<file path="src/hdl/ccs_ram.sv">
`timescale 1ns / 1ps
module ccs_ram #(
  parameter int WIDTH = 8,
  parameter int DEPTH = 16
) (
  input  logic                     clk,
  input  logic                     we,
  input  logic [$clog2(DEPTH)-1:0] waddr,
  input  logic [WIDTH-1:0]         wdata,
  input  logic [$clog2(DEPTH)-1:0] raddr,
  output logic [WIDTH-1:0]         rdata
);
  logic [WIDTH-1:0] mem [DEPTH];

  always_ff @(posedge clk) begin
    if (we) begin
      mem[waddr] <= wdata;
    end
    rdata <= mem[raddr];
  end
endmodule

</file>
<file path="config.mk">
export PLATFORM = sky130hd
export DESIGN_NAME = ccs_ram
export DESIGN_NICKNAME = d
export VERILOG_FILES = /design/src/hdl/ccs_ram.sv
export SDC_FILE = /design/constraint.sdc
export NUM_CORES = 1
export LEC_CHECK = 0
export CAP_MARGIN = 30
export CELL_PAD_IN_SITES_DETAIL_PLACEMENT = 0
export CELL_PAD_IN_SITES_GLOBAL_PLACEMENT = 1
export CORE_MARGIN = 1
export CORE_UTILIZATION = 55
export DETAILED_ROUTE_END_ITERATION = 16
export DONT_BUFFER_PORTS = 1
export GPL_TIMING_DRIVEN = 1
export PLACE_DENSITY = 0.85
export SLEW_MARGIN = 20
export SYNTH_ARGS = -nofsm -noshare
export SYNTH_HDL_FRONTEND = slang
export SYNTH_SLANG_ARGS = --single-unit
</file>
<file path="constraint.sdc">
create_clock -name clk -period 3.8 [get_ports clk]
set_clock_uncertainty 0.05 [all_clocks]
set_input_delay 0.76 -clock clk [delete_from_list [all_inputs] [get_ports clk]]
set_output_delay 0.76 -clock clk [all_outputs]
set_load 0.01 [all_outputs]
</file>
==> flow_summary_export.csv <==
group,metric,value,unit
final_layout,layout-drive-gt1-share,20.4,%
grt,grt_pass1_vias,2302,
grt,grt_pass1_wl,13600,µm
sta,finalSetupTns,0,ps
synthesis,synth_ff_type,"edfxtp_1",
worst_setup_path,crit_path_end_kind,"flop",
detailed_routing,dr_total_vias,2243,
synthesis,synth_edf_count,128,
synthesis,ys_seq_area_share,77.8,%
synthesis,async_flop_share,0,%
power,internal_power,2.72,mW
detailed_routing,finalWirelength,9080,µm
clocking,cts_setup_buffers,0,
hold_path,worstHoldStart,"wdata[3]",
worst_setup_path,critical_path_buf_inv_count,0,
synthesis,avgSynthCellArea,22.5,µm²
grt,globalRouteTotalUtil,21.0,%
detailed_routing,route.detailed.wl_per_inst,25.0,µm
worst_setup_path,critical_path_class,"in -> reg",
floorplanning,die_h,98.7,µm
power,power.density,580,nW/µm²
power,ir_drop,0.000414,V
synthesis,yosysTopAreaCell,"edfxtp_1",
power,pwr-share-clk,47.0,%
sta,relSlewSlack,47.3,%
place,io_buffers,0,
clocking,cts_hold_buf,0,
power,total_power,3.36,mW
clocking,cts_resized,0,
synthesis,ys_warn_count,0,
place,dpl_cell_area,5220,µm²
place,dp_hpwl,5490,µm
final_layout,nNetsFinal,260,
final_layout,final_area,5800,µm²
sta,fmax,573,MHz
sta,finalHoldViolCount,0,
final_layout,n_antenna_cell,0,
power,p_seq_share,50.3,%
final_layout,area_delta_synth_final,12.7,%
worst_setup_path,worstSetupStartpointType,"input port",
synthesis,synth_area_leaders,"edfxtp_1 75%, mux4_2 7.9%, mux4_1 7.1%",
clocking,cts.sinks,136,
synthesis,syn_area,5150,µm²
clocking,cts_buffers,17,
final_layout,nFillCells,569,
clocking,cts_root_buffer,"clkbuf_8",
synthesis,synth_cell_type_count,19,
worst_setup_path,critPathRequiredTime,3890,ps
sta,setup_viol,0,
grt,grt_max_degree,33,
synthesis,yosysMostFrequentCell,"edfxtp_1",
floorplanning,io_pins,26,
worst_setup_path,cp_top_family,"simple AND/OR/NAND/NOR gates",
flow_run,max_cap_violations,0,
power,p_sw,0.644,mW
power,p_leak,1.90,nW
synthesis,yosysTopAreaCellShare,74.7,%
worst_setup_path,r2r-start,"mem[1][5]$_DFFE_PP_",
floorplanning,core_area,8890,µm²
floorplanning,row_count,34,
grt,grt-ovfl-total,0,
final_layout,final-instance-count-excl-fill,363,
floorplanning,die_x,98.7,µm
sta,min_period_over_period,45.9,%
sta,rsz0062_at_grt,"no",
detailed_routing,ant_nets,0,
grt,antenna_found_initial,0,
worst_setup_path,slowest_stage,"nor2_1",
synthesis,synth_fp_nets,247,
detailed_routing,dr.pass1.iters,5,
worst_setup_path,arrival,1840,ps
clocking,ctsLongestPathBuffers,2,
clocking,clk_latency,520,ps
clocking,cts_tree,"done",
detailed_routing,drtIter0Drc,239,
sta,worst_slew_pin_slew,787,ps
detailed_routing,viasPerCell,6.18,
worst_setup_path,path_max_fanout,8,
clocking,cts_max_level,4,
clocking,path_clk_slew,60,ps
synthesis,synth_common_cells,"128 x edfxtp_1, 18 x mux4_2, 16 x a22oi_1",
power,combPwrFrac,2.6,%
sta,fin_crit,1750,ps
synthesis,ys_ff_latch,136,
floorplanning,initial_core_util,57.9,%
detailed_routing,drc,0,
place,dpl.cell_count,331,
worst_setup_path,crit_path_start,"waddr[2]",
worst_setup_path,slowest_delay,580,ps
synthesis,synthCells,229,
worst_setup_path,path_cells,"or3b_2 -> nor2_1",
status,status,"completed",
power,p_sw_share,19.2,%
floorplanning,die-area,9750,µm²
sta,slew_viol_final,0,
hold_path,hold_class,"in -> reg",
place,gp_congestion,0.844,
-- final timing paths --
check,to,slack [ps],depth (start not counted)
setup / recovery,mem[3][2]$_DFFE_PP_,2050,2
hold / removal,mem[1][3]$_DFFE_PP_,280,0
setup reg to reg,rdata[5]$_DFF_P_,2300,3
hold reg to reg,rdata[3]$_DFF_P_,620,3
-- power by group through the flow --
| stage | Sequential (mW) | Combinational [mW] | Clock (mW) |
|---|---|---|---|
| 2_1_floorplan | 1.72 | 0.0851 | 0 |
| 3_3_place_gp | 1.72 | 0.0879 | 0 |
| 3_5_place_dp | 1.72 | 0.0888 | 0 |
| 4_1_cts | 1.69 | 0.0895 | 1.60 |
| 5_1_grt | 1.70 | 0.0939 | 1.67 |
| 6_report | 1.69 | 0.0884 | 1.58 |
-- metrics by stage --
stage	util [%]	hold WS, ps	setup slack (ps)
floorplan	-	579	1500
global placement	58.7	599	1560
detailed placement	58.8	606	1540
CTS	65.2	266	2090
global route	65.2	252	2060
finish	65.2	284	2050
-- cell usage in the layout (no fill, tap or decap), types with 2 or more instances in the layout --
master     instances
edfxtp_1         128
mux4_2            18
a22oi_1           16
clkbuf_16         16
mux4_1            14
nor2_1            13
nand2_1            9
dfxtp_1            8
clkinv_2           5
nor3_1             4
clkinv_4           4
bufinv_16          3
buf_4              3
nand3b_1           2
nand2b_1           2
clkinv_1           2
-- metal layers --
layer / track usage, % / routed length, µm / vias up
met4: 9.87 / 140 / 0
met1: 28.3 / 3680 / 1124
met5: 0 / 0 / -
li1: - / - / 999
met2: 31.8 / 4350 / 108
met3: 6.52 / 916 / 12
-- cell type report --
cell class	instances	area [µm²]	area share [%]
sequential	136	4000	69.0
timing repair buffer	4	27.5	0.475
multi-input combinational	83	1060	18.2
clock buffer	18	418	7.21
clock inverter	14	158	2.72
tap	108	135	2.33
-- sequential cells by signal (all words and copies together) (netlist names) --
| signal | count |
|---|---|
| mem | 128 |
| rdata | 8 |
-- kinds of logic (layout without fill, tap and decap cells) --
| kind of cell | count (synthesis) | count (layout) | share of synthesized area (%) |
|---|---|---|---|
| AND/OR/NAND/NOR | 35 | 35 | 3.18 |
| flip-flops | 136 | 136 | 77.8 |
| AO/OA/AOI/OAI | 16 | 16 | 2.33 |
| buffers and inverters | 10 | 36 | 1.68 |
| multiplexers | 32 | 32 | 15.0 |
Note: power is estimated with default switching activity, not from simulation.
