### src/hdl/ccs_pkg.sv
`timescale 1ns / 1ps
package ccs_pkg;
  localparam int NUM_LABELS = 16;
  localparam int MAX_ROWS   = 65536;
  localparam int LBL_W      = $clog2(NUM_LABELS);
  localparam int ROW_W      = $clog2(MAX_ROWS);
  localparam int CNT_W      = 17;
  localparam int STAT_W     = 32;
  localparam int PRD_W      = 2 * CNT_W + 1;
  localparam int MUL_W      = 36;
  localparam int PROD_W     = 2 * MUL_W;
  localparam int DEN_W      = 68;
  localparam int REM_W      = DEN_W;
  localparam int NUMH_W     = 70;

  localparam logic [1:0] MODE_LOAD_LABEL = 2'd0;
  localparam logic [1:0] MODE_LOAD_TOTAL = 2'd1;
  localparam logic [1:0] MODE_ADD_ROW    = 2'd2;
  localparam logic [1:0] MODE_FINISH     = 2'd3;

  localparam logic [CNT_W-1:0]  CNT_MAX  = '1;
  localparam logic [STAT_W-1:0] Q_ONE    = 32'h8000_0000;
  localparam logic [LBL_W-1:0]  LAST_LBL = LBL_W'(NUM_LABELS - 1);
endpackage

### src/hdl/ccs_mul.sv
`timescale 1ns / 1ps
module ccs_mul (
  input  logic                      clk,
  input  logic                      rst,
  input  logic                      start,
  input  logic [ccs_pkg::MUL_W-1:0] a,
  input  logic [ccs_pkg::MUL_W-1:0] b,
  output logic                      done,
  output logic [ccs_pkg::PROD_W-1:0] prod
);
  import ccs_pkg::*;
  localparam int HALF = MUL_W / 2;

  logic [MUL_W-1:0]  xa, xb;
  logic [1:0]        step;
  logic              busy;
  logic [HALF-1:0]   xs, ys;
  logic [MUL_W-1:0]  pp;
  logic [PROD_W-1:0] sh;

  assign xs = step[1] ? xa[MUL_W-1:HALF] : xa[HALF-1:0];
  assign ys = step[0] ? xb[MUL_W-1:HALF] : xb[HALF-1:0];
  assign pp = xs * ys;

  always_comb begin
    case (step) inside
      2'd0:       sh = PROD_W'(pp);
      2'd1, 2'd2: sh = PROD_W'(pp) << HALF;
      default:    sh = PROD_W'(pp) << MUL_W;
    endcase
  end

  always_ff @(posedge clk) begin
    if (rst) begin
      busy <= 1'b0;
      done <= 1'b0;
    end else begin
      done <= 1'b0;
      if (start) begin
        xa   <= a;
        xb   <= b;
        prod <= '0;
        step <= 2'd0;
        busy <= 1'b1;
      end else if (busy) begin
        prod <= prod + sh;
        step <= step + 2'd1;
        if (step == 2'd3) begin
          busy <= 1'b0;
          done <= 1'b1;
        end
      end
    end
  end
endmodule

### config.mk
export PLATFORM = sky130hd
export DESIGN_NAME = ccs_mul
export DESIGN_NICKNAME = d
export VERILOG_FILES = /design/src/hdl/ccs_pkg.sv /design/src/hdl/ccs_mul.sv
export SDC_FILE = /design/constraint.sdc
export NUM_CORES = 1
export LEC_CHECK = 0
export BUFFER_PORTS_ARGS = -buffer_cell sky130_fd_sc_hd__clkbuf_2
export CAP_MARGIN = 40
export CORE_AREA = 3 3 190 192
export CTS_CLUSTER_SIZE = 20
export DETAILED_ROUTE_END_ITERATION = 10
export DIE_AREA = 0 0 193 195
export GPL_TIMING_DRIVEN = 0
export MAX_ROUTING_LAYER = met4
export PLACE_DENSITY = 0.79
export SLEW_MARGIN = 0
export SYNTH_ARGS = -nofsm -noshare
export SYNTH_HDL_FRONTEND = slang
export SYNTH_SLANG_ARGS = --single-unit
export TNS_END_PERCENT = 10
### constraint.sdc
create_clock -name clk -period 12.1 [get_ports clk]
set_clock_uncertainty 0.1 [all_clocks]
set_input_delay 0 -clock clk [delete_from_list [all_inputs] [get_ports clk]]
set_output_delay 0 -clock clk [all_outputs]
set_load 0.05 [all_outputs]
==> metrics.yaml <==
path_max_fanout: 10
dieArea_mm2: 0.0376
critical_path.reg2reg.endpoint: "prod[69]"
ff2ff_path_depth: 36
ys_ff_latch: 148
worst_pin_slew_ps: 940
syn_inst: 2266
grt_max_degree: 37
crit_path_end_kind: "register"
slowest_delay_ps: 590
antenna_found_initial: 1
rows: 68
min_period_over_period_pct: 96.6
nets: 3045
synthFlopType: "edfxtp_1"
routed_wirelength_um: 65200
root_buffer: "clkbuf_16"
fin_area_mm2: 0.0237
dr_total_vias: 18127
drv_cap: 0
clock_sinks: 148
critical_path.startpoint_type: "register"
r2r_start: "step[1]"
critical_path_class: "register to register"
arrival_ps: 11820
start_util_pct: 59.9
drive_gt1_share_pct: 11.7
yosysSeqAreaShare_pct: 21.4
status: "finished clean"
grt-ovfl-total: 0
grt_usage_pct: 36.5
syn2layout_area_growth_pct: 14.6
r2r_slack_ps: 410
finalSetupViolCount: 0
post_cts_buffers: 0
viasPerCell: 6.04
dpl-instance-area_mm2: 0.0223
fp.dieH_um: 195
drt_pass1_iterations: 6
hpwlAfterDp_um: 53000
clock_latency_ps: 480
cts-buffers-inserted: 17
yosysWarnings: 0
cpMostUsedCell: "fa_1"
cts_tree: "done"
port_buffers: 146
hold_path_depth: 3
synth_edf_count: 146
syn_nets: 2781
ant_nets: 0
grt_first_pass_wirelength_um: 101000
core_area_mm2: 0.0345
period_needed_ps: 11690
worstHoldStart: "start"
cts_buffer_depth: 2
cp_data_required_time_ps: 12220
slew_viol_final: 0
min_to: "prod[69]"
dieWidth_um: 193
async_flop_share_pct: 0
drt_iter0_drc: 1782
drc: 0
cts.clk_slew.worst_paths_ps: 90
critPathSlowestCell: "edfxtp_1"
worst_slew_margin_rel_pct: 37.4
htreeDepth: 4
gp_routability_congestion: 1.00
hp-class: "input port to register"
hold_viol: 0
grt_pass1_vias: 18332
pin_count: 148
post_drt_wl_per_cell_um: 21.7
rsz0062_at_grt: "no"
syn_area_mm2: 0.0207
fmax_ghz: 0.0855
ys_types: 75
synth.avg_cell_area_um2: 9.13
[flip-flops by register name (all words and copies together), names as in the netlist]
signal and count:
busy 1, xa 36, done 1, prod 72, xb 36, step 2
[synthesized netlist by cell type (22+ instances only)]
library cell / n / share of area [%]
o21bai_1: 22 / 0.80
and2_1: 33 / 1.0
mux2i_1: 44 / 2.1
mux2_2: 36 / 2.0
nand2_1: 259 / 4.7
edfxtp_1: 146 / 21
xor2_1: 32 / 1.4
nand4_1: 30 / 0.91
inv_1: 337 / 6.1
clkbuf_1: 76 / 1.4
ha_1: 183 / 11
fa_1: 257 / 25
nor2_1: 288 / 5.2
a21oi_1: 113 / 2.7
xnor2_1: 59 / 2.5
a21o_1: 72 / 2.6
o21ai_0: 44 / 1.1
[layer usage]
layer / vias up / routed length (um) / part of all wire [%] / global-route usage [%]
met3: 221 / 6610 / 10 / 8.49
met4: 0 / 3440 / 5.3 / 17.0
met5: - / 0 / 0 / -
met2: 1015 / 29700 / 46 / 54.1
li1: 8030 / - / - / -
met1: 8861 / 25500 / 39 / 47.7
[stage by stage]
step | util (%) | TNS [ps] | std cells | setup WS, ps | hold slack, ps
after global routing | 68.6 | 0 | 2999 | 44.4 | 122
after detailed placement | 64.6 | -5060 | 2894 | -721 | 78.6
after floorplan | - | 0 | 2266 | 2100 | -27.2
final | 68.7 | 0 | 3000 | 408 | 89.4
after CTS | 68.5 | 0 | 2999 | 16.3 | 67.5
after global placement | 63.7 | -12590 | 2867 | -1060 | 78.4
[worst max-delay path by stage]
| stage | slack [ps] | depth (start not counted) | start | to |
|---|---|---|---|---|
| floorplan | 2100 | 36 | step[1] | prod[69] |
| global placement | -1060 | 35 | step[1] | prod[69] |
| detailed placement | -720 | 37 | step[1] | prod[69] |
| CTS | 20 | 39 | step[1] | prod[69] |
| global route | 40 | 36 | step[0] | prod[59] |
| finish | 410 | 36 | step[1] | prod[69] |
[critical path, delay by kind of cell (launching register included)]
kind / cells / cell delay, ps
DFF: 1 / 590
AOI/OAI and AO/OA: 10 / 2730
and+or+nand+nor: 7 / 1760
muxes: 2 / 770
buffers and inverters: 9 / 1680
adders and majority gates: 8 / 3780
[cell type report]
| type | instances | area, um^2 |
|---|---|---|
| antenna | 2 | 5.00 |
| inverter | 338 | 1270 |
| timing repair buffer | 247 | 1780 |
| clock inverter | 15 | 179 |
| sequential | 148 | 4420 |
| clock buffer | 17 | 425 |
| tap | 455 | 569 |
| buffer | 89 | 352 |
| multi-input combinational | 1689 | 14700 |
| fill | 2769 | 10800 |
[kinds of logic (layout without fill, tap and decap cells)]
kind of cell / Yosys count / in the layout / share of synthesized area [%]
AOI/OAI and AO/OA: 370 / 370 / 12.3
xor gates and xnor gates: 91 / 91 / 3.85
adders and majority gates: 440 / 440 / 35.9
buffers and inverters: 429 / 706 / 7.82
DFF: 148 / 148 / 21.4
muxes: 82 / 82 / 4.20
other: 0 / 2 / 0
and+or+nand+nor: 706 / 706 / 14.6
[layout by cell type, fill, tap and decap left out, drive strengths merged, types with 7 or more instances in the layout]
cell,synthesis,routed
nor2,288,288
a21oi,116,116
nand4,30,30
a21o,72,72
ha,183,183
inv,337,345
fa,257,257
and2,34,34
dlygate4sd3,0,73
mux2,38,38
nand3,18,18
xor2,32,32
mux2i,44,44
edfxtp,146,146
nor2b,17,17
o22ai,7,7
xnor2,59,59
nor3,22,22
nand2,260,260
o31ai,13,13
o21a,9,9
buf,14,41
clkinv,1,8
and3,9,9
a211oi,12,12
a31oi,10,10
a22o,11,11
or2,9,9
o211ai,7,7
o21ai,50,50
o21bai,22,22
clkbuf,77,239
[timing repair]
item,in CTS,in global routing
hold buffers,73,0
resized for setup,5,17
endpoints found under the setup margin,22,23
pin swaps,0,0
endpoints found under the hold margin,78,0
Power is not shown: default switching activity piles up to over one toggle a cycle in this logic, so the estimate is an artifact.
