==> src/hdl/ccs_pkg.sv <==
`timescale 1ns / 1ps
package ccs_pkg;
  localparam int NUM_LABELS = 16;
  localparam int MAX_ROWS   = 65536;
  localparam int LBL_W      = $clog2(NUM_LABELS);
  localparam int ROW_W      = $clog2(MAX_ROWS);
  localparam int CNT_W      = 17;
  localparam int STAT_W     = 32;
  localparam int PRD_W      = 2 * CNT_W + 1;
  localparam int MUL_W      = 36;
  localparam int PROD_W     = 2 * MUL_W;
  localparam int DEN_W      = 68;
  localparam int REM_W      = DEN_W;
  localparam int NUMH_W     = 70;

  localparam logic [1:0] MODE_LOAD_LABEL = 2'd0;
  localparam logic [1:0] MODE_LOAD_TOTAL = 2'd1;
  localparam logic [1:0] MODE_ADD_ROW    = 2'd2;
  localparam logic [1:0] MODE_FINISH     = 2'd3;

  localparam logic [CNT_W-1:0]  CNT_MAX  = '1;
  localparam logic [STAT_W-1:0] Q_ONE    = 32'h8000_0000;
  localparam logic [LBL_W-1:0]  LAST_LBL = LBL_W'(NUM_LABELS - 1);
endpackage

==> src/hdl/ccs_div.sv <==
`timescale 1ns / 1ps
module ccs_div (
  input  logic                       clk,
  input  logic                       rst,
  input  logic                       start,
  input  logic [ccs_pkg::NUMH_W-1:0] num_hi,
  input  logic [ccs_pkg::STAT_W-1:0] num_lo,
  input  logic [ccs_pkg::DEN_W-1:0]  den,
  output logic                       done,
  output logic [ccs_pkg::STAT_W-1:0] quo
);
  import ccs_pkg::*;

  logic [REM_W-1:0]  rem;
  logic [STAT_W-1:0] lo, q;
  logic [5:0]        cnt;
  logic              busy, sat;
  logic [REM_W:0]    t, sub;
  logic              ge;

  assign t   = {rem, lo[STAT_W-1]};
  assign sub = t - {1'b0, den};
  assign ge  = t >= {1'b0, den};
  assign quo = (sat || q > Q_ONE) ? Q_ONE : q;

  always_ff @(posedge clk) begin
    if (rst) begin
      busy <= 1'b0;
      done <= 1'b0;
    end else begin
      done <= 1'b0;
      if (start) begin
        rem  <= num_hi[REM_W-1:0];
        lo   <= num_lo;
        sat  <= num_hi >= NUMH_W'(den);
        q    <= '0;
        cnt  <= 6'(STAT_W);
        busy <= 1'b1;
      end else if (busy) begin
        rem <= ge ? sub[REM_W-1:0] : t[REM_W-1:0];
        q   <= {q[STAT_W-2:0], ge};
        lo  <= lo << 1;
        cnt <= cnt - 6'd1;
        if (cnt == 6'd1) begin
          busy <= 1'b0;
          done <= 1'b1;
        end
      end
    end
  end
endmodule

==> config.mk <==
export PLATFORM = sky130hd
export DESIGN_NAME = ccs_div
export DESIGN_NICKNAME = d
export VERILOG_FILES = /design/src/hdl/ccs_pkg.sv /design/src/hdl/ccs_div.sv
export SDC_FILE = /design/constraint.sdc
export NUM_CORES = 1
export LEC_CHECK = 0
export ABC_AREA = 1
export BUFFER_PORTS_ARGS = -buffer_cell sky130_fd_sc_hd__buf_2
export CELL_PAD_IN_SITES_DETAIL_PLACEMENT = 2
export CELL_PAD_IN_SITES_GLOBAL_PLACEMENT = 2
export CORE_MARGIN = 2
export CORE_UTILIZATION = 32
export CTS_CLUSTER_SIZE = 40
export DETAILED_ROUTE_END_ITERATION = 6
export PLACE_DENSITY = 0.91
export SKIP_LAST_GASP = 1
export SLEW_MARGIN = 20
export SYNTH_ARGS = -nofsm -noshare
export SYNTH_HDL_FRONTEND = slang
export SYNTH_SLANG_ARGS = --single-unit
==> constraint.sdc <==
create_clock -name clk -period 11.2 [get_ports clk]
set_input_delay 0.56 -clock clk [delete_from_list [all_inputs] [get_ports clk]]
set_output_delay 0.56 -clock clk [all_outputs]
set_load 0.01 [all_outputs]
==> qor.yml, run 1 <==
grt:
  grt_pass1_wl_um: 109000
  antenna_found_initial: 2
  track_usage_pct: 28.72
  grt_pass1_vias: 18880
  grt_max_degree: 102
  overflow: 0
timing:
  period_share_pct: 41.15
  setup_viol: 0
  max_slew_margin_pct: 30.60
  drv_slew: 0
  rsz0062_at_grt: "no"
  max_freq_mhz: 217.0
  whs_ns: 0.3051
  finClkSkew_ns: 0.03171
  fin_crit_ns: 4.609
  setup-tns-final_ns: 0
  worst_slack_ns: 6.591
  worst_pin_slew_ns: 1.039
  final_hold_viol_count: 0
floorplan:
  start_util_pct: 32.36
  placementRows: 79
  pin_count: 206
  core-area_um2: 46560
  die_area_um2: 48820
  die_h_um: 221.0
  die_w_um: 221.0
synth:
  netlist_area_um2: 15060
  synth_seq_cells: 141
  syn_nets: 2743
  ys_warn_count: 0
  synth_area_leaders: "edfxtp_1, nand2_1, ha_1"
  syn-mean-instance-area_um2: 6.196
  synth_cell_types: 38
  netlist_instances: 2431
  synth_area_leader_cell: "edfxtp_1"
  synthDominantCellAreaShare_pct: 27.71
  synth_seq_area_share_pct: 27.98
place:
  dp_hpwl_um: 55670
  place_ws_ns: 6.367
  gp_congestion: 0.9477
  io_buffer_count: 205
clocking:
  cts_tree: "done"
  ctsResizeCount: 0
  clk_latency_ns: 0.50
  cts_buffer_depth: 2
  cts-buffers-inserted: 17
  cts_hold_buf: 0
  path_clk_slew_ns: 0.08
  cts-root-buf: "clkbuf_16"
  cts_max_level: 4
  cts.sinks: 141
  cts_setup_buffers: 0
power_and_ir_drop:
  ir_worst_vdd_uv: 119.3
  internal_power_mw: 1.205
  power.share.clock_pct: 29.1
  p_comb_share_pct: 39.9
  switching_share_pct: 43.65
  seq_power_share_pct: 31.1
  p_total_mw: 2.138
  power_density_nw_per_um2: 123.5
  switching_power_uw: 933.2
  leakagePower_nw: 9.670
detailed_routing:
  vias: 16570
  dr.pass1.iters: 5
  ant_nets: 0
  routed_wl_um: 69710
  vias_per_cell: 5.121
  drc_errors: 0
  first_iter_violations: 807
  routedWlPerCell_um: 21.54
worst_setup_path:
  critPathLaunchType: "flip-flop"
  critPathCaptureType: "flip-flop"
  critical_path_required_ns: 11.44
  cp.arrival_ns: 4.85
  cp_max_fo: 69
  path_class: "flip-flop to flip-flop"
hold_path:
  hold_path_class: "primary input to flip-flop"
layout:
  post_route_cells_drive_above_1_share_pct: 10.16
  fill_cells: 5797
  area_growth_pct: 14.94
  nets: 2926
run_status:
  status: "complete, no violations"
run:
  maxCapViolations: 0
-- worst max-delay path, stage by stage, from the launching register on --
cell and delay, ns:
edfxtp_1 0.40, ha_1 0.37, nand2_1 0.19, inv_1 0.09, nand2_1 0.11, nand3_1 0.20
nand2_1 0.15, nand3_2 0.17, nand2_1 0.15, nand3_2 0.11, nand2_4 0.57, nand2_4 0.66
nand2_1 0.83, nand2_1 0.13, nand2_1 0.11, nand2_1 0.07
-- metal layers --
| layer | up-vias | GRT usage [%] | wire length, um |
|---|---|---|---|
| met5 | - | 0 | 31 |
| met4 | 4 | 11.32 | 2593 |
| met3 | 123 | 4.462 | 2589 |
| met2 | 353 | 50.68 | 34100 |
| met1 | 8149 | 34.89 | 30390 |
| li1 | 7944 | - | - |
-- final cells by class --
class | count | area [um2] | share of cell area (%)
clock inverter | 15 | 192.7 | 1.113
tap | 607 | 759.5 | 4.387
antenna | 2 | 5.005 | 0.02891
clock buffer | 17 | 425.4 | 2.457
timing repair buffer | 212 | 1085 | 6.266
multi-input combinational | 1809 | 9006 | 52.02
inverter | 433 | 1625 | 9.388
sequential | 141 | 4214 | 24.34
-- registers in the layout, summed over array words and instances, names as in the netlist --
register,cells
cnt,6
done,1
rem,68
q,32
sat,1
lo,32
busy,1
-- cell usage in the layout, fill, tap and decap left out, types with 3 or more instances in the layout --
cell and count:
nand2_1 1059, inv_1 428, buf_2 204, nor2_1 191, edfxtp_1 139, ha_1 138, a21oi_1 95, nand3_1 94
nand3b_1 71, xnor2_1 30, o21ai_0 29, nor4_1 27, nand4_1 20, nor3_1 17, clkbuf_16 17, clkinv_8 7
buf_4 7, inv_2 5, o211ai_1 5, nor2_2 4, and2_1 4, inv_8 4, o21ai_1 3, or2_2 3
-- cell usage after synthesis --
master	n
a211oi_1	1
a21o_1	1
a21oi_1	96
a31oi_1	1
and2_1	4
buf_1	4
buf_2	8
buf_6	6
clkbuf_1	30
dfxtp_1	2
edfxtp_1	139
fa_1	1
ha_1	138
inv_1	429
inv_2	4
nand2_1	1059
nand2_2	1
nand2_4	2
nand3_1	94
nand3_2	2
nand3b_1	71
nand4_1	20
nor2_1	191
nor2_2	4
nor2_4	1
nor3_1	17
nor3_2	2
nor3_4	1
nor4_1	27
nor4b_1	1
o211ai_1	5
o21a_1	1
o21ai_0	29
o21ai_1	3
o21bai_1	2
or2_2	3
xnor2_1	30
xor2_1	1
-- power by group through the flow --
stage	clock (mW)	combinational, mW	sequential, mW
after global placement	0	0.779	0.669
final	0.621	0.852	0.664
after floorplan	0	0.535	0.670
after global routing	0.641	0.952	0.668
after detailed placement	0	0.832	0.673
after CTS	0.631	0.852	0.664
-- through the flow --
| step | cell area [um2] | utilization, % | instances |
|---|---|---|---|
| after floorplan | 15060 | - | 2431 |
| after global placement | 16680 | 35.83 | 3202 |
| after detailed placement | 16680 | 35.83 | 3202 |
| after CTS | 17300 | 37.16 | 3234 |
| after global routing | 17310 | 37.18 | 3234 |
| final | 17310 | 37.19 | 3236 |
-- path summary, 6_finish.rpt --
path         depth (start not counted)  slack, ns  startpoint  endpoint
max                                 15       6.59      rem[2]   rem[67]
min                                  2       0.31         rst      done
max reg2reg                         15       6.59      rem[2]   rem[67]
min reg2reg                          2       0.52      lo[23]    lo[24]
-- cell families after synthesis --
group                    after synthesis  share of synthesized area (%)
AND/OR/NAND/NOR                     1500                          41.48
XOR/XNOR                              31                          1.802
adder cells (fa/ha/maj)              139                          11.60
buffers and inverters                481                          12.35
flip-flops                           141                          27.98
AO/OA/AOI/OAI                        139                          4.793
Power figures use the tool's default switching activity.
==> run 2: changes to the inputs <==
Settings changed: ABC_AREA 1 to 0, CORE_UTILIZATION 32 to 35, PLACE_DENSITY 0.91 to 0.89.
Clock period 11.2 ns to 4.6 ns, I/O delays scaled along.
==> qor.yml, run 2 <==
run_status:
  status: "complete, no violations"
worst_setup_path:
  reg2reg_from: "rem[23]"
  reg2reg_depth: 12  # -3
  cp.arrival_ns: 4.52  # -0.33 ns
  crit_path_start: "rem[23]"
  critical_path.cell_chain: "ha_1, a21oi_1, o21ai_0, a221oi_1, nor3_1, a2111oi_0, o22a_1, a21o_1, o21a_2, buf_4, nand2_1, a31oi_1"
  slowest_stage: "a2111oi_0"
  cp_max_fo: 30  # -57%
  max_stage_delay_ns: 0.60  # -0.23 ns
  critPathLaunchType: "flip-flop"
  critPathCaptureType: "flip-flop"
  path_class: "flip-flop to flip-flop"
  critical_path_required_ns: 4.85  # -6.59 ns
synth:
  netlist_instances: 1421  # -42%
  synthDominantCellAreaShare_pct: 33.40  # +5.7 points
  synth_seq_cells: 141  # unchanged
  synth-edff-count: 139  # unchanged
  synth_seq_area_share_pct: 33.72  # +5.7 points
  netlist_area_um2: 12500  # -17%
  syn_nets: 1733  # -37%
  ys.flop_type: "edfxtp_1"
  synth_area_leaders: "edfxtp_1, ha_1, nand2_1"
  synth_cell_types: 67  # +76%
  async_flop_share_pct: 0  # unchanged
  synth.most_common_cell: "nand2_1"
  ys_warn_count: 0  # unchanged
  synth_commonest_cells: "nand2_1, edfxtp_1, ha_1"
  syn-mean-instance-area_um2: 8.794  # +42%
  synth_area_leader_cell: "edfxtp_1"
place:
  dp_hpwl_um: 36220  # -35%
  io_buffer_count: 205  # unchanged
  gp_congestion: 0.8743  # -7.7%
  place_ws_ns: 0.4171  # -5.950 ns
layout:
  nets: 1901  # -35%
  layout_common_cells: "buf_2, nand2_1, edfxtp_1, ha_1"
  largest_registers: "rem x68, lo x32, q x32"
  area_growth_pct: 16.04
  largest_register_ffs: 68  # unchanged
  final_common_cell: "buf_2"
  largest_register: "rem"
  post_route_cells_drive_above_1_share_pct: 18.48  # +8.3 points
detailed_routing:
  drc_errors: 0  # unchanged
  vias: 11820  # -29%
  first_iter_violations: 615  # -24%
  ant_nets: 0  # unchanged
  dr.pass1.iters: 4  # -1
  routed_wl_um: 46630  # -33%
  routedWlPerCell_um: 22.59  # +4.9%
  vias_per_cell: 5.724  # +12%
floorplan:
  core-area_um2: 35400  # -24%
  pin_count: 206  # unchanged
  start_util_pct: 35.30  # +2.9 points
  die_area_um2: 37230  # -24%
  die_w_um: 193.0  # -13%
  die_h_um: 193.0  # -13%
  placementRows: 69  # -13%
clocking:
  clk_latency_ns: 0.46  # -0.04 ns
  path_clk_slew_ns: 0.07  # about the same
  cts_tree: "done"
  cts_setup_buffers: 0  # unchanged
  cts_buffer_depth: 2  # unchanged
  cts_hold_buf: 0  # unchanged
  cts-root-buf: "clkbuf_16"
  cts-buffers-inserted: 17  # unchanged
  cts.sinks: 141  # unchanged
  ctsResizeCount: 0  # unchanged
  cts_max_level: 4  # unchanged
grt:
  overflow: 0  # unchanged
  grt_max_degree: 71  # -30%
  grt_pass1_wl_um: 72850  # -33%
  antenna_found_initial: 3  # +1
  track_usage_pct: 25.39  # -3.3 points
  grt_pass1_vias: 12890  # -32%
run:
  maxCapViolations: 0  # unchanged
power_and_ir_drop:
  ir_worst_vdd_uv: 243.8  # +100%
  power_density_nw_per_um2: 322.9  # +160%
  p_total_mw: 4.682  # +120%
  switching_share_pct: 37.83  # -5.8 points
  p_comb_share_pct: 35.4  # -4.5 points
  seq_power_share_pct: 34.6  # +3.5 points
  switching_power_mw: 1.771  # +90%
  leakagePower_nw: 6.448  # -33%
  power.share.clock_pct: 30.0  # +0.9 points
  internal_power_mw: 2.911  # +140%
timing:
  finClkSkew_ns: 0.01237  # -0.01934 ns
  period_share_pct: 92.93  # +52 points
  worst_slack_ns: 0.3253  # -6.265 ns
  setup-tns-final_ns: 0  # unchanged
  rsz0062_at_grt: "no"
  max_freq_mhz: 233.9  # +7.8%
  final_hold_viol_count: 0  # unchanged
  fin_crit_ns: 4.275  # -0.3346 ns
  setup_viol: 0  # unchanged
  worst_pin_slew_ns: 0.9556  # -0.08287 ns
  drv_slew: 0  # unchanged
  max_slew_margin_pct: 36.22  # +5.6 points
hold_path:
  hold_path_class: "primary input to flip-flop"
  hold_depth: 2  # unchanged
  hold_start: "rst"
run 2: path summary, 6_finish.rpt:
kind / slack, ns / endpoint
worst max register to register: 0.33 / rem[27]
worst min-delay path: 0.03 / done
worst max-delay path: 0.33 / rem[27]
worst min register to register: 0.51 / done
run 2: logic make-up after synthesis:
| kind of cell | count (synthesis) | share of synthesized area (%) |
|---|---|---|
| AND/OR/NAND/NOR | 490 | 19.31 |
| AO/OA/AOI/OAI | 382 | 19.74 |
| buffers and inverters | 167 | 5.377 |
| flip-flops | 141 | 33.72 |
| adder cells (fa/ha/maj) | 139 | 13.98 |
| XOR/XNOR | 61 | 4.276 |
| multiplexers | 41 | 3.605 |
run 2: area by class of cell:
cell class                      instances  area, um2
Sequential cell                       141       4214
Inverter                               98      369.1
Fill cell                            4040      20900
Timing Repair Buffer                  218       1139
Antenna cell                            1      2.502
Tap cell                              461      576.8
Multi-Input combinational cell       1113       7626
Clock buffer                           17      425.4
Clock inverter                         15      147.6
run 2: stage by stage:
| stage | cells | utilization, % | area [um2] | hold WS, ns |
|---|---|---|---|---|
| 3_3_place_gp | 2031 | 39.34 | 13920 | 0.4838 |
| 2_1_floorplan | 1421 | - | 12500 | 0.3093 |
| 3_5_place_dp | 2031 | 39.34 | 13920 | 0.5006 |
| 4_1_cts | 2063 | 40.96 | 14500 | 0.007467 |
| 6_report | 2064 | 40.97 | 14500 | 0.02666 |
| 5_1_grt | 2063 | 40.96 | 14500 | 0.01462 |
run 2: power by group through the flow:
| stage | clock, mW | combinational (mW) | sequential (mW) |
|---|---|---|---|
| finish | 1.41 | 1.66 | 1.62 |
| global route | 1.47 | 1.82 | 1.63 |
| CTS | 1.43 | 1.65 | 1.62 |
| detailed placement | 0 | 1.62 | 1.64 |
| global placement | 0 | 1.52 | 1.63 |
| floorplan | 0 | 1.11 | 1.62 |
run 2: metal layers:
| layer | track usage [%] | wire [um] |
|---|---|---|
| met2 | 44.61 | 23060 |
| met1 | 31.25 | 20280 |
| met3 | 4.072 | 1861 |
| met5 | 0 | 27 |
| met4 | 9.586 | 1398 |
run 2: critical path: cells and delay by family (launching register included):
| kind | cells | cell delay (ns) |
|---|---|---|
| buf+inv | 1 | 0.44 |
| compound gates | 8 | 2.57 |
| fa+ha+maj | 1 | 0.39 |
| simple gates | 2 | 0.22 |
| flops | 1 | 0.43 |
==> run 3: changes to the inputs <==
Settings changed: RECOVER_POWER from default to 100.
==> qor.yml, run 3 (synthesized netlist as in run 2, its figures left out) <==
timing:
  finClkSkew_ns: 0.01310  # +0.0007344 ns
  setup-tns-final_ns: 0  # unchanged
  setup_viol: 0  # unchanged
  final_hold_viol_count: 1  # +1
  max_freq_mhz: 227.6  # -2.7%
  fin_crit_ns: 4.393  # +0.1188 ns
  worst_slack_ns: 0.2065  # -0.1188 ns
  worst_pin_slew_ns: 2.200  # +1.244 ns
  rsz0062_at_grt: "no"
  period_share_pct: 95.51  # +2.6 points
  whs_ns: -0.001996  # -0.02865 ns
  drv_slew: 109  # +109
  max_slew_margin_pct: -46.64  # -83 points
clocking:
  ctsResizeCount: 0  # unchanged
  cts_setup_buffers: 0  # unchanged
  cts-root-buf: "clkbuf_16"
  cts_tree: "done"
  cts_buffer_depth: 2  # unchanged
  clk_latency_ns: 0.46  # about the same
  cts-buffers-inserted: 17  # unchanged
  cts_max_level: 4  # unchanged
  cts.sinks: 141  # unchanged
  path_clk_slew_ns: 0.07  # about the same
  cts_hold_buf: 0  # unchanged
worst_setup_path:
  r2r_slack_ns: 0.21  # -0.12 ns
  reg2reg_depth: 11  # -1
  cp_max_fo: 18  # -40%
  cp.arrival_ns: 4.59  # +0.07 ns
  path_class: "flip-flop to flip-flop"
  crit_path_start: "rem[23]"
  worstReg2RegEnd: "rem[64]"
  critPathCaptureType: "flip-flop"
  critPathLaunchType: "flip-flop"
  critical_path_required_ns: 4.80  # -0.05 ns
  cp-endpoint: "rem[64]"
  reg2reg_from: "rem[23]"
grt:
  track_usage_pct: 25.39  # unchanged
  grt_pass1_vias: 12890  # unchanged
  grt_max_degree: 71  # unchanged
  antenna_found_initial: 3  # unchanged
  overflow: 0  # unchanged
  grt_pass1_wl_um: 72850  # unchanged
power_and_ir_drop:
  leakagePower_nw: 6.369  # -1.2%
  power_density_nw_per_um2: 323.4  # +0.17%
  ir_worst_vdd_uv: 243.1  # -0.32%
layout:
  largest_register_ffs: 68  # unchanged
  largest_register: "rem"
  largest_registers: "rem x68, lo x32, q x32"
  nets: 1901  # unchanged
  area_growth_pct: 15.61
  layout_common_cells: "buf_2, nand2_1, edfxtp_1, ha_1, nor2_1"
  post_route_cells_drive_above_1_share_pct: 17.17  # -1.3 points
  final_common_cell: "buf_2"
floorplan:
  pin_count: 206  # unchanged
  start_util_pct: 35.30  # unchanged
  die_w_um: 193.0  # unchanged
  die_area_um2: 37230  # unchanged
  core-area_um2: 35400  # unchanged
  die_h_um: 193.0  # unchanged
  placementRows: 69  # unchanged
detailed_routing:
  drc_errors: 0  # unchanged
  first_iter_violations: 594  # -3.4%
  ant_nets: 0  # unchanged
  routedWlPerCell_um: 22.59  # about the same
  vias: 11840  # +0.21%
  routed_wl_um: 46660  # about the same
  dr.pass1.iters: 4  # unchanged
  vias_per_cell: 5.734  # +0.16%
place:
  dp_hpwl_um: 36220  # unchanged
  place_ws_ns: 0.4171  # unchanged
  gp_congestion: 0.8743  # unchanged
  io_buffer_count: 205  # unchanged
run:
  maxCapViolations: 2  # +2
run_status:
  status: "complete, but fails checks"
  violations: "negative hold slack, max-capacitance violations, max-slew violations"
hold_path:
  hold_path_class: "primary input to flip-flop"
-- run 3: cell count changes in the layout (fill, tap and decap cells not counted), sizes merged --
cell,change
buf,-19
clkbuf,+19
clkinv,-1
diode,+1
inv,+1
-- run 3: layout make-up --
type                    instances  area, um2
diodes                          2      5.005
repair buffers                218       1105
multi-input cells            1113       7605
flip-flops and latches        141       4214
clock inverters                15      147.6
inverters                      98      367.9
fillers                      4054      20950
clock buffers                  17      425.4
well taps                     461      576.8
-- run 3: worst min path at each step --
stage          cells past startpoint  start   end
6_report                           2    rst  done
5_1_grt                            2    rst  done
3_3_place_gp                       2    rst  done
3_5_place_dp                       2    rst  done
4_1_cts                            2    rst  done
2_1_floorplan                      1    rst  done
-- run 3: power breakdown --
group	switching (mW)	total [mW]	leakage [nW]	internal, mW
Clock	0.686	1.40	0.279	0.719
Combinational	1.02	1.65	4.74	0.630
Sequential	0.0635	1.62	1.35	1.56
Total	1.77	4.67	6.37	2.91
-- run 3: through the flow --
step | instance area, um2 | std cells | power (mW) | utilization, % | hold WS, ns
after floorplan | 12500 | 1421 | 2.727 | - | 0.3093
after global placement | 13920 | 2031 | 3.154 | 39.34 | 0.4838
after detailed placement | 13920 | 2031 | 3.262 | 39.34 | 0.5006
after CTS | 14500 | 2063 | 4.699 | 40.96 | 0.007467
after global routing | 14440 | 2063 | 4.918 | 40.80 | -0.01958
final | 14450 | 2065 | 4.672 | 40.81 | -0.001996
-- run 3: per-layer routing --
layer / share of wire (%) / GRT usage, % / vias to the layer above
li1: - / - / 5556
met1: 43 / 31.25 / 5915
met2: 49 / 44.61 / 281
met3: 4.0 / 4.072 / 84
met4: 3.0 / 9.586 / 4
met5: 0.058 / 0 / -
-- run 3: critical path: stages, from the launching register on --
cell	delay (ns)
edfxtp_1	0.43
ha_1	0.39
a21oi_1	0.27
o21ai_0	0.18
a221oi_1	0.30
nor3_1	0.11
a2111oi_0	0.65
o22a_1	0.29
a21o_1	0.20
o21a_2	0.42
nor2_1	0.35
a221o_1	0.54
